File: config.mk
export PLATFORM = sky130hd
export DESIGN_NAME = tabular_q_learning_engine_top
export DESIGN_NICKNAME = d
export VERILOG_FILES = /design/src/rtl/core/qle_pkg.sv /design/src/rtl/core/tabular_q_learning_engine_top.sv /design/src/rtl/core/qle_ram.sv
export SDC_FILE = /design/constraint.sdc
export NUM_CORES = 2
export LEC_CHECK = 0
export ABC_AREA = 1
export BUFFER_PORTS_ARGS = -buffer_cell sky130_fd_sc_hd__buf_2
export CORE_MARGIN = 2
export CORE_UTILIZATION = 41
export DETAILED_ROUTE_END_ITERATION = 8
export PLACE_DENSITY_LB_ADDON = 0.08
export SLEW_MARGIN = 10
export SYNTH_ARGS = -nofsm -noshare
export SYNTH_HDL_FRONTEND = slang
export SYNTH_SLANG_ARGS = --single-unit
File: constraint.sdc
create_clock -name i_clk -period 6.45 [get_ports i_clk]
set_input_delay 0.645 -clock i_clk [delete_from_list [all_inputs] [get_ports i_clk]]
set_output_delay 0.645 -clock i_clk [all_outputs]
set_load 0.02 [all_outputs]
File: src/rtl/core/qle_pkg.sv
`timescale 1ns / 1ps

package qle_pkg;

    // field widths
    localparam int REQ_W     = 1;
    localparam int PAT_W     = 3;
    localparam int ACT_W     = 2;
    localparam int VAL_W     = 16;
    localparam int RATE_W    = 9;
    localparam int REWARD_W  = 8;
    localparam int CFG_IDX_W = 2;
    localparam int CFG_DAT_W = 9;

    typedef logic [CFG_IDX_W-1:0] t_cfg_idx;
    typedef logic [PAT_W-1:0]     t_pat;
    typedef logic [ACT_W-1:0]     t_act;
    typedef logic [VAL_W-1:0]     t_val;
    typedef logic [RATE_W-1:0]    t_rate;

    // configuration register indexes
    localparam t_cfg_idx CFG_LEARN_RATE = 2'd0;
    localparam t_cfg_idx CFG_DISCOUNT   = 2'd1;
    localparam t_cfg_idx CFG_REWARD     = 2'd2;

    // reset values (alpha = gamma = 0.8, reward 5)
    localparam t_rate                RST_LEARN_RATE = 9'd205;
    localparam t_rate                RST_DISCOUNT   = 9'd205;
    localparam logic [REWARD_W-1:0]  RST_REWARD     = 8'd5;
    localparam t_rate                RATE_ONE       = 9'd256;

    // request kinds
    localparam logic REQ_TRAIN  = 1'b0;
    localparam logic REQ_CHOOSE = 1'b1;

    // action codes
    localparam t_act ACT_FORWARD = 2'd0;
    localparam t_act ACT_RIGHT   = 2'd1;
    localparam t_act ACT_LEFT    = 2'd2;
    localparam t_act ACT_STOP    = 2'd3;

    // sensor patterns (left, center, right)
    localparam t_pat PAT_CENTER      = 3'b010;
    localparam t_pat PAT_RIGHT       = 3'b001;
    localparam t_pat PAT_RIGHT_CTR   = 3'b011;
    localparam t_pat PAT_LEFT        = 3'b100;
    localparam t_pat PAT_LEFT_CTR    = 3'b110;
    localparam t_pat PAT_ALL         = 3'b111;

    // fixed reward rule on the raw sensor bits
    function automatic logic f_suits(input t_pat pat, input t_act act);
        logic ok;
        case (act)
            ACT_FORWARD: ok = (pat == PAT_CENTER);
            ACT_RIGHT:   ok = (pat == PAT_RIGHT) || (pat == PAT_RIGHT_CTR);
            ACT_LEFT:    ok = (pat == PAT_LEFT) || (pat == PAT_LEFT_CTR);
            ACT_STOP:    ok = (pat == PAT_ALL);
            default:     ok = 1'b0;
        endcase
        return ok;
    endfunction

    // clamp a rate to one
    function automatic t_rate f_clip(input t_rate r);
        return (r > RATE_ONE) ? RATE_ONE : r;
    endfunction

endpackage

File: src/rtl/core/tabular_q_learning_engine_top.sv
`timescale 1ns / 1ps

// One request at a time; from the accepting edge, choose runs S_SCAN over the row
// (one table port, one row entry read per cycle); train, rewarded: S_QRD, S_QCHK,
// S_SCAN, S_MUL1, S_MUL2, S_WRITE; train, not rewarded: S_QRD, S_QCHK; an action
// out of range is answered straight from idle. The result strobe lasts one cycle
// and the receiver cannot stall it. Synchronous active-low reset, then a clear of
// every table entry with busy high; configuration writes are taken at any time.
module tabular_q_learning_engine_top #(
    parameter int NUM_STATES  = 8,
    parameter int NUM_ACTIONS = 4
) (
    input  logic                      i_clk,
    input  logic                      i_rst_n,
    input  logic                      start,
    output logic                      busy,
    input  logic [qle_pkg::REQ_W-1:0] i_req_type,
    input  logic [qle_pkg::PAT_W-1:0] i_line_pattern,
    input  logic [qle_pkg::ACT_W-1:0] i_action,
    input  logic [qle_pkg::PAT_W-1:0] i_next_pattern,
    output logic                      o_done,
    output logic [qle_pkg::ACT_W-1:0] o_best_action,
    output logic                      o_rewarded,
    output logic [qle_pkg::VAL_W-1:0] o_value_out,
    input  logic                          i_cfg_valid,
    output logic                          o_cfg_ready,
    input  logic [qle_pkg::CFG_IDX_W-1:0] i_cfg_index,
    input  logic [qle_pkg::CFG_DAT_W-1:0] i_cfg_data
);

    import qle_pkg::*;

    localparam int DEPTH = NUM_STATES * NUM_ACTIONS;
    localparam int ADW   = $clog2(DEPTH);
    localparam int RW    = (NUM_STATES > 1) ? $clog2(NUM_STATES) : 1;
    localparam int AW    = $clog2(NUM_ACTIONS);
    localparam int CW    = $clog2(NUM_ACTIONS + 1);

    // sequencer states
    localparam logic [2:0] S_CLEAR = 3'd0;
    localparam logic [2:0] S_IDLE  = 3'd1;
    localparam logic [2:0] S_QRD   = 3'd2;
    localparam logic [2:0] S_QCHK  = 3'd3;
    localparam logic [2:0] S_SCAN  = 3'd4;
    localparam logic [2:0] S_MUL1  = 3'd5;
    localparam logic [2:0] S_MUL2  = 3'd6;
    localparam logic [2:0] S_WRITE = 3'd7;

    // pattern mod NUM_STATES, pattern below 8 so a few subtract steps do
    function automatic logic [RW-1:0] f_row(input t_pat p);
        logic [8:0] v;
        v = {6'b0, p};
        for (int k = 0; k < 4; k++) begin
            if (v >= 9'(NUM_STATES)) begin
                v = v - 9'(NUM_STATES);
            end
        end
        return RW'(v);
    endfunction

    function automatic logic [ADW-1:0] f_base(input logic [RW-1:0] row);
        return ADW'(ADW'(row) * ADW'(NUM_ACTIONS));
    endfunction

    logic [2:0]          r_state, n_state;
    logic [ADW-1:0]      r_caddr, n_caddr;
    logic [CW-1:0]       r_cnt, n_cnt;
    logic                r_rv, n_rv;
    logic [AW-1:0]       r_ridx, n_ridx;
    logic                r_req, n_req;
    logic                r_suit, n_suit;
    logic [ADW-1:0]      r_qaddr, n_qaddr;
    logic [ADW-1:0]      r_base, n_base;
    t_val                r_q, n_q;
    t_val                r_best, n_best;
    logic [AW-1:0]       r_bidx, n_bidx;
    logic [24:0]         r_gq, n_gq;
    logic [24:0]         r_p1, n_p1;
    logic [26:0]         r_p2, n_p2;
    logic                r_done, n_done;
    t_act                r_bact, n_bact;
    logic                r_rewd, n_rewd;
    t_val                r_val, n_val;
    t_rate               r_lr;
    t_rate               r_disc;
    logic [REWARD_W-1:0] r_rew;

    logic                ram_we;
    logic [ADW-1:0]      ram_addr;
    t_val                ram_wdata;
    t_val                ram_rdata;

    logic                accept;
    logic [17:0]         target;
    logic [27:0]         sum;
    t_val                new_val;
    t_rate               alpha;

    qle_ram #(
        .WIDTH (VAL_W),
        .DEPTH (DEPTH)
    ) u_table (
        .i_clk   (i_clk),
        .i_we    (ram_we),
        .i_addr  (ram_addr),
        .i_wdata (ram_wdata),
        .o_rdata (ram_rdata)
    );

    assign accept      = start && !busy;
    assign busy        = (r_state != S_IDLE);
    assign o_cfg_ready = 1'b1;

    // update datapath
    assign alpha   = f_clip(r_lr);
    assign target  = 18'({r_rew, 8'h00}) + 18'(r_gq[24:8]);
    assign sum     = 28'(r_p1) + 28'(r_p2);
    assign new_val = (|sum[27:24]) ? {VAL_W{1'b1}} : sum[23:8];

    // table port
    always_comb begin
        ram_we    = 1'b0;
        ram_wdata = new_val;
        ram_addr  = r_qaddr;
        case (r_state)
            S_CLEAR: begin
                ram_we    = 1'b1;
                ram_wdata = '0;
                ram_addr  = r_caddr;
            end
            S_SCAN: begin
                ram_addr = r_base + ADW'(r_cnt);
            end
            S_WRITE: begin
                ram_we = 1'b1;
            end
            default: begin
                ram_addr = r_qaddr;
            end
        endcase
    end

    // sequencer
    always_comb begin
        n_state = r_state;
        n_caddr = r_caddr;
        n_cnt   = r_cnt;
        n_rv    = 1'b0;
        n_ridx  = r_cnt[AW-1:0];
        n_req   = r_req;
        n_suit  = r_suit;
        n_qaddr = r_qaddr;
        n_base  = r_base;
        n_q     = r_q;
        n_gq    = r_gq;
        n_p1    = r_p1;
        n_p2    = r_p2;
        n_done  = 1'b0;
        n_bact  = r_bact;
        n_rewd  = r_rewd;
        n_val   = r_val;

        // running first-highest over the row being read
        n_best = r_best;
        n_bidx = r_bidx;
        if (r_rv && ((r_ridx == '0) || (ram_rdata > r_best))) begin
            n_best = ram_rdata;
            n_bidx = r_ridx;
        end

        case (r_state)
            S_CLEAR: begin
                n_caddr = r_caddr + ADW'(1);
                if (r_caddr == ADW'(DEPTH - 1)) begin
                    n_state = S_IDLE;
                end
            end
            S_IDLE: begin
                if (accept) begin
                    n_req  = i_req_type;
                    n_suit = f_suits(i_line_pattern, i_action);
                    n_cnt  = '0;
                    if (i_req_type == REQ_CHOOSE) begin
                        n_base  = f_base(f_row(i_line_pattern));
                        n_state = S_SCAN;
                    end else if (int'(i_action) >= NUM_ACTIONS) begin
                        n_done = 1'b1;
                        n_bact = '0;
                        n_rewd = 1'b0;
                        n_val  = '0;
                    end else begin
                        n_qaddr = f_base(f_row(i_line_pattern)) + ADW'(i_action);
                        n_base  = f_base(f_row(i_next_pattern));
                        n_state = S_QRD;
                    end
                end
            end
            S_QRD: begin
                n_state = S_QCHK;
            end
            S_QCHK: begin
                n_q = ram_rdata;
                if (!r_suit) begin
                    n_done  = 1'b1;
                    n_bact  = '0;
                    n_rewd  = 1'b0;
                    n_val   = ram_rdata;
                    n_state = S_IDLE;
                end else begin
                    n_cnt   = '0;
                    n_state = S_SCAN;
                end
            end
            S_SCAN: begin
                if (r_cnt < CW'(NUM_ACTIONS)) begin
                    n_rv  = 1'b1;
                    n_cnt = r_cnt + CW'(1);
                end else if (r_rv) begin
                    // last entry of the row arrives now
                    if (r_req == REQ_CHOOSE) begin
                        n_done  = 1'b1;
                        n_bact  = ACT_W'(n_bidx);
                        n_rewd  = 1'b0;
                        n_val   = n_best;
                        n_state = S_IDLE;
                    end else begin
                        n_state = S_MUL1;
                    end
                end
            end
            S_MUL1: begin
                n_gq    = 25'(f_clip(r_disc)) * 25'(r_best);
                n_state = S_MUL2;
            end
            S_MUL2: begin
                n_p1    = 25'(RATE_ONE - alpha) * 25'(r_q);
                n_p2    = 27'(alpha) * 27'(target);
                n_state = S_WRITE;
            end
            S_WRITE: begin
                n_done  = 1'b1;
                n_bact  = '0;
                n_rewd  = 1'b1;
                n_val   = new_val;
                n_state = S_IDLE;
            end
            default: begin
                n_state = S_IDLE;
            end
        endcase
    end

    // control registers
    always_ff @(posedge i_clk) begin
        if (!i_rst_n) begin
            r_state <= S_CLEAR;
            r_caddr <= '0;
            r_cnt   <= '0;
            r_rv    <= 1'b0;
            r_done  <= 1'b0;
        end else begin
            r_state <= n_state;
            r_caddr <= n_caddr;
            r_cnt   <= n_cnt;
            r_rv    <= n_rv;
            r_done  <= n_done;
        end
    end

    // payload registers
    always_ff @(posedge i_clk) begin
        r_ridx  <= n_ridx;
        r_req   <= n_req;
        r_suit  <= n_suit;
        r_qaddr <= n_qaddr;
        r_base  <= n_base;
        r_q     <= n_q;
        r_best  <= n_best;
        r_bidx  <= n_bidx;
        r_gq    <= n_gq;
        r_p1    <= n_p1;
        r_p2    <= n_p2;
        r_bact  <= n_bact;
        r_rewd  <= n_rewd;
        r_val   <= n_val;
    end

    // configuration registers
    always_ff @(posedge i_clk) begin
        if (!i_rst_n) begin
            r_lr   <= RST_LEARN_RATE;
            r_disc <= RST_DISCOUNT;
            r_rew  <= RST_REWARD;
        end else if (i_cfg_valid && o_cfg_ready) begin
            case (i_cfg_index)
                CFG_LEARN_RATE: r_lr   <= i_cfg_data;
                CFG_DISCOUNT:   r_disc <= i_cfg_data;
                CFG_REWARD:     r_rew  <= i_cfg_data[REWARD_W-1:0];
                default:        r_lr   <= r_lr;
            endcase
        end
    end

    assign o_done        = r_done;
    assign o_best_action = r_bact;
    assign o_rewarded    = r_rewd;
    assign o_value_out   = r_val;

    // reset always starts the clear pass
    a_reset_clears: assert property (@(posedge i_clk)
        !i_rst_n |=> busy)
        else $error("block not busy after reset");

    // an accepted transaction either answers at once or keeps the block busy
    a_accept_progress: assert property (@(posedge i_clk) disable iff (!i_rst_n)
        accept |=> (busy || o_done))
        else $error("accepted transaction dropped");

    // a rewarded result only comes out of the write-back step
    a_rewarded_src: assert property (@(posedge i_clk) disable iff (!i_rst_n)
        (o_done && o_rewarded) |-> ($past(r_state) == S_WRITE))
        else $error("rewarded result without table write");

    // the row scan never issues past the end of the row
    a_scan_bound: assert property (@(posedge i_clk) disable iff (!i_rst_n)
        (r_state == S_SCAN) |-> (r_cnt <= CW'(NUM_ACTIONS)))
        else $error("row scan overran");

endmodule

File: src/rtl/core/qle_ram.sv
`timescale 1ns / 1ps

module qle_ram #(
    parameter int WIDTH = 16,
    parameter int DEPTH = 32
) (
    input  logic                     i_clk,
    input  logic                     i_we,
    input  logic [$clog2(DEPTH)-1:0] i_addr,
    input  logic [WIDTH-1:0]         i_wdata,
    output logic [WIDTH-1:0]         o_rdata
);

    logic [WIDTH-1:0] r_mem [DEPTH];
    logic [WIDTH-1:0] r_rdata;

    // single port, registered read
    always_ff @(posedge i_clk) begin
        if (i_we) begin
            r_mem[i_addr] <= i_wdata;
        end
        r_rdata <= r_mem[i_addr];
    end

    assign o_rdata = r_rdata;

endmodule
* Word level (Yosys, flattened, before mapping)
Memories as Yosys holds them, arrays and structs flattened. A register that Yosys moved wholly into a read port is not among the register bits. Cells that the tools add are included.
Word-level totals: output and inout port bits 22, bits in writable memories 512, flip-flop bits (word level) 183, memories 1
Memory list:
- u_table.r_mem | depth 32, bits a word 16, read ports 1, clocked after Yosys merged registers in 1, wr ports 1, RTL line qle_ram.sv:14 | logic [WIDTH-1:0] r_mem [DEPTH];
Operators by class: bitwise logic cells 1, $lt $le $gt $ge 4, equal/unequal tests 28, reductions and logical operators 23, multiplexer cells 45, multiply operators 3, add/sub/neg operators 7
Operators with widths (number):
- $mux 16 | 7
- $pmux 16 s3 | 1
- $mux 3 | 10
- $add 25x27->28 | 1
- $mul 9x18->27 | 1
- $mul 10x17->25 | 1
- $mul 9x16->25 | 1
- $pmux 3 s8 | 1
- $eq 3x3->1 const B | 7
- $add 16x17->18 | 1
- $gt 9x9->1 const B | 2
- $mux 9 | 2
- $gt 16x16->1 | 1
- $ne 2x2->1 const B | 8
- $eq 3x2->1 const B | 4
- $mux 1 | 12
- $mux 2 | 5
- $pmux 5 s2 | 1
- $reduce_and 2->1 | 5
- $sub 9x9->10 const A | 1
- $pmux 3 s3 | 1
- $reduce_and 4->1 | 2
- $eq 2x2->1 const B | 3
- $eq 3x1->1 const B | 2
- other kinds (23) | 31

* Longest topological paths before layout
depth after elaboration 8, gate-level depth with buffers 37, depth with buffers taken out 35

* Modules after synthesis
Synthesis repeated with hierarchy kept, for this count alone.
Unflattened totals: cells, all modules 5126, area, all modules 45965.3 µm²
Modules (own cells, without submodules):
- tabular_q_learning_engine_top | area each 24045.6 µm², seq. area each 4604.4 µm², instances 1, cells an instance 3052
- qle_ram | area each 21919.8 µm², seq. area each 15695.1 µm², instances 1, cells an instance 2074

* Worst setup path before layout
Ideal clock, no wire load.
kind flip-flop to flip-flop, start point reg r_lr[0], end point reg r_p1[17] (data pin), arrival 6.109 ns, setup slack 0.081 ns, buffers on the path 2, cell stages (with the launch flop) 32, cells stage by stage dfxtp_1 > nor4_1 > a21oi_1 > nor2_1 > inv_1 > clkbuf_1 > ha_1 > inv_1 > nor2_1 > nor2_1 > clkbuf_1 > nand2_1 > fa_1 > inv_1 > fa_1 > inv_1 > fa_1 > inv_1 > fa_1 > inv_1 > fa_1 > inv_1 > ha_1 > a21oi_1 > o21ai_0 > a21oi_1 > inv_1 > nand2_1 > nand2_1 > nand3_1 > nand2_1 > xor2_1
Between the ends: word-level cells in the longest chain between the ends 4
Ends and longest elaborated chain:
- start: declaration | RTL line tabular_q_learning_engine_top.sv:84 | t_rate r_lr;
- start signal: assignment | RTL line tabular_q_learning_engine_top.sv:296 | CFG_LEARN_RATE: r_lr <= i_cfg_data;
- start signal: assignment | RTL line tabular_q_learning_engine_top.sv:299 | default: r_lr <= r_lr;
- $gt 9x9->1 | RTL line qle_pkg.sv:65 | return (r > RATE_ONE) ? RATE_ONE : r;
- $mux 9 * | RTL line qle_pkg.sv:65
- $sub 9x9->10 * | RTL line tabular_q_learning_engine_top.sv:236 | n_p1 = 25'(RATE_ONE - alpha) * 25'(r_q);
- $mul 10x17->25 * | RTL line tabular_q_learning_engine_top.sv:236
- end signal: assignment | RTL line tabular_q_learning_engine_top.sv:281 | r_p1 <= n_p1;
- end: declaration | RTL line tabular_q_learning_engine_top.sv:78 | logic [24:0] r_p1, n_p1;
Every way passes the cells marked *; elsewhere a longest branch is shown, timed or not. A chain may end at the register's enable or synchronous reset.

* Final worst setup path
start point reg r_lr[0], end point reg r_p1[24] (data pin)
The elaborated chain is that of the path after synthesis.

==> results.txt <==
Worst Reg-to-Reg Cells -> 33
Worst r2r src -> r_lr[0]
Reg-to-reg slack, setup -> 370 ps
Maximum clock rate -> 0.164 GHz
Fraction of registers with async set/reset -> 0%
Commonest cells in the netlist -> nand2_1, inv_1, edfxtp_1, fa_1, nor2_1
Clk root buf -> clkbuf_16
WS Path Type -> reg -> reg
Initial antenna violation count -> 7
Maximum vdd drop -> 0.00108 V
Seq/Total Area, Yosys -> 45.2%
Initial DRC count -> 2574
Initial core utilization -> 41.3%
Core ar. -> 109000 sq um
Final WL -> 132000 um
WL/cell -> 20.4 um
Height of the die -> 335 um
DR vias/cell -> 5.01
Clk slew on worst S/H paths -> 60 ps
Reg-to-Reg End -> r_p1[24]
Layout cell share with drive strength beyond 1 -> 7.18%
CP startpoint kind -> flip-flop
IO Count -> 46
Min-delay src -> i_line_pattern[0]
Area of the multi-input gates -> 20900 sq um
Endpoints failing hold -> 0
DIE AREA -> 112000 sq um
Synth Flop Type -> edfxtp_1
Post-synth cell types -> 54
Max Cap Viol -> 0
Finished Layout Cells -> 6471
Cell area power density -> 469 nW/um^2
Final HPWL DP -> 94900 um
Slowest-stage cell, CP -> fa_1
Fin nets -> 5550
Most numerous cell in the Yosys netlist -> nand2_1
Clock Path Buffers -> 3
Rel. slew slack -> 19.9%
Routed Antenna Nets -> 0
Critical Path Fanout Max -> 5
Post-layout util -> 46.0%
Fin crit share -> 94.3%
Yosys warns -> 0
# port buffers -> 44
Total CTS buffers -> 82
H-tree Lvls -> 3
First-pass iteration count of the detailed router -> 5
Slowest stage delay, CP -> 500 ps
Worst Hold End -> r_qaddr[2]
Final Critical Period -> 6080 ps
Clock Sinks -> 701
CTS tree -> done
Placer congestion estimate -> 0.892
Die width -> 335 um
GRT overflow -> 0
CP most frequent cell -> inv_1
Synth area leader -> edfxtp_1
Wire length of the first global-routing pass -> 199000 um
Setup TNS -> 0 ps
Synthesis-stage register bit count -> 701
Worst Skew -> 58.4 ps
Cell Area, Synth -> 44900 sq um
Row count -> 121
Status -> completed
Number of synthesized flops with an enable pin -> 626
Largest net degree at the start of global routing -> 129
Vias in the first global route -> 31200
Tot GR Track Use -> 23.7%
Skew-Pair Late Insertion Delay -> 680 ps
LEAKAGE -> 23.2 nW
CP endpoint kind -> flip-flop
# setup viols final -> 0
Slew Viols, Final -> 0
Pwr Total -> 23.4 mW
Inst Count DP -> 6309
Synth Area per Inst -> 9.23 sq um
Hold Slack -> 291 ps
Hold Path Class -> in -> reg
Via Count -> 32400
Share of the synthesized area in the top cell type -> 41.9%
Ranking of synthesized cells by area -> edfxtp_1, fa_1, nand2_1
Area Overhead vs Synth -> 11.4%
Worst path arrival time -> 6500 ps
Required time worst endpoint -> 6870 ps
Actual slew at the worst max-slew pin -> 1200 ps
# fillers -> 10600
CTS Hold Buffers Added -> 0
WHS Path Cells -> 1
Residual DRC -> 0
Post-Syn Instances -> 4863
Register area -> 20300 sq um
## worst max path at each step
stage | start | endpoint | cells past startpoint
finish | r_lr[0] | r_p1[24] | 33
global route | r_lr[1] | r_p1[18] | 34
CTS | r_lr[1] | r_p1[21] | 31
detailed placement | r_lr[1] | r_p1[21] | 31
global placement | r_lr[1] | r_p1[21] | 31
floorplan | r_lr[0] | r_p1[17] | 31
## kinds of logic after synthesis
logic type | share of synthesized area, %
xor gates and xnor gates | 1.33
DFF | 45.2
AOI/OAI and AO/OA | 4.38
buffers and inverters | 8.71
muxes | 0.0502
and+or+nand+nor | 19.9
adders and majority gates | 20.4
other | 0.0167
## critical path, delay by kind of cell, from the launching register on
family          cells  cell delay [ps]
simple gates       12             1380
fa+ha+maj           7             2930
flops               1              320
buf+inv            10              830
compound gates      3              300
xor+xnor            1               60
## routing by layer
metal | wire, um | global-route usage [%]
met5 | 13 | 0
met3 | 6550 | 2.96
met4 | 2420 | 5.07
met2 | 60300 | 37.8
met1 | 62600 | 34.7
## metrics by stage
stage	instance area, sq um	setup slack (ps)
after global routing	50000	-14.9
after floorplan	45000	80.7
final	50000	370
after CTS	49800	145
after detailed placement	47200	190
after global placement	47200	193
## layout by cell type (no fill, tap or decap), types with 19 or more instances in the layout
master	instances
nand4_1	35
clkbuf_16	83
ha_1	211
xor2_1	42
fa_1	323
o21ai_0	166
a21oi_1	111
nand2_1	1494
nor2_1	311
nor3_1	19
buf_2	45
inv_1	841
edfxtp_1	626
xnor2_1	26
clkbuf_1	19
o21ai_1	29
dfxtp_1	72
nand3_1	254
buf_4	120
## what timing repair did
| action | CTS | global route |
|---|---|---|
| endpoints found under the setup margin | 0 | 15 |
| buffers inserted | 0 | 9 |
| resized for setup | 0 | 40 |
## final cells by class
| cell class | count | area share [%] |
|---|---|---|
| multi-input cells | 3185 | 41.7 |
| flip-flops and latches | 701 | 40.6 |
| inverters | 851 | 6.42 |
| clock buffers | 107 | 4.43 |
| well taps | 1414 | 3.54 |
| repair buffers | 168 | 2.35 |
| clock inverters | 43 | 0.935 |
| diodes | 2 | 0.0100 |
## where the power goes
part / leakage, nW / switching, mW / internal [mW] / total, mW
combinational: 15.5 / 8.51 / 4.58 / 13.1
clock: 1.31 / 1.95 / 2.66 / 4.61
sequential: 6.43 / 0.154 / 5.59 / 5.75
total: 23.2 / 10.6 / 12.8 / 23.4
## registers in the layout (all words and copies together), names as in the netlist, 8 cells and up
register	cells
r_p2	27
r_q	16
r_lr	9
u_table.o_rdata	16
r_disc	9
r_p1	25
r_rew	8
o_value_out	16
u_table.r_mem	512
r_gq	17
r_best	16
Power figures use the tool's default switching activity.
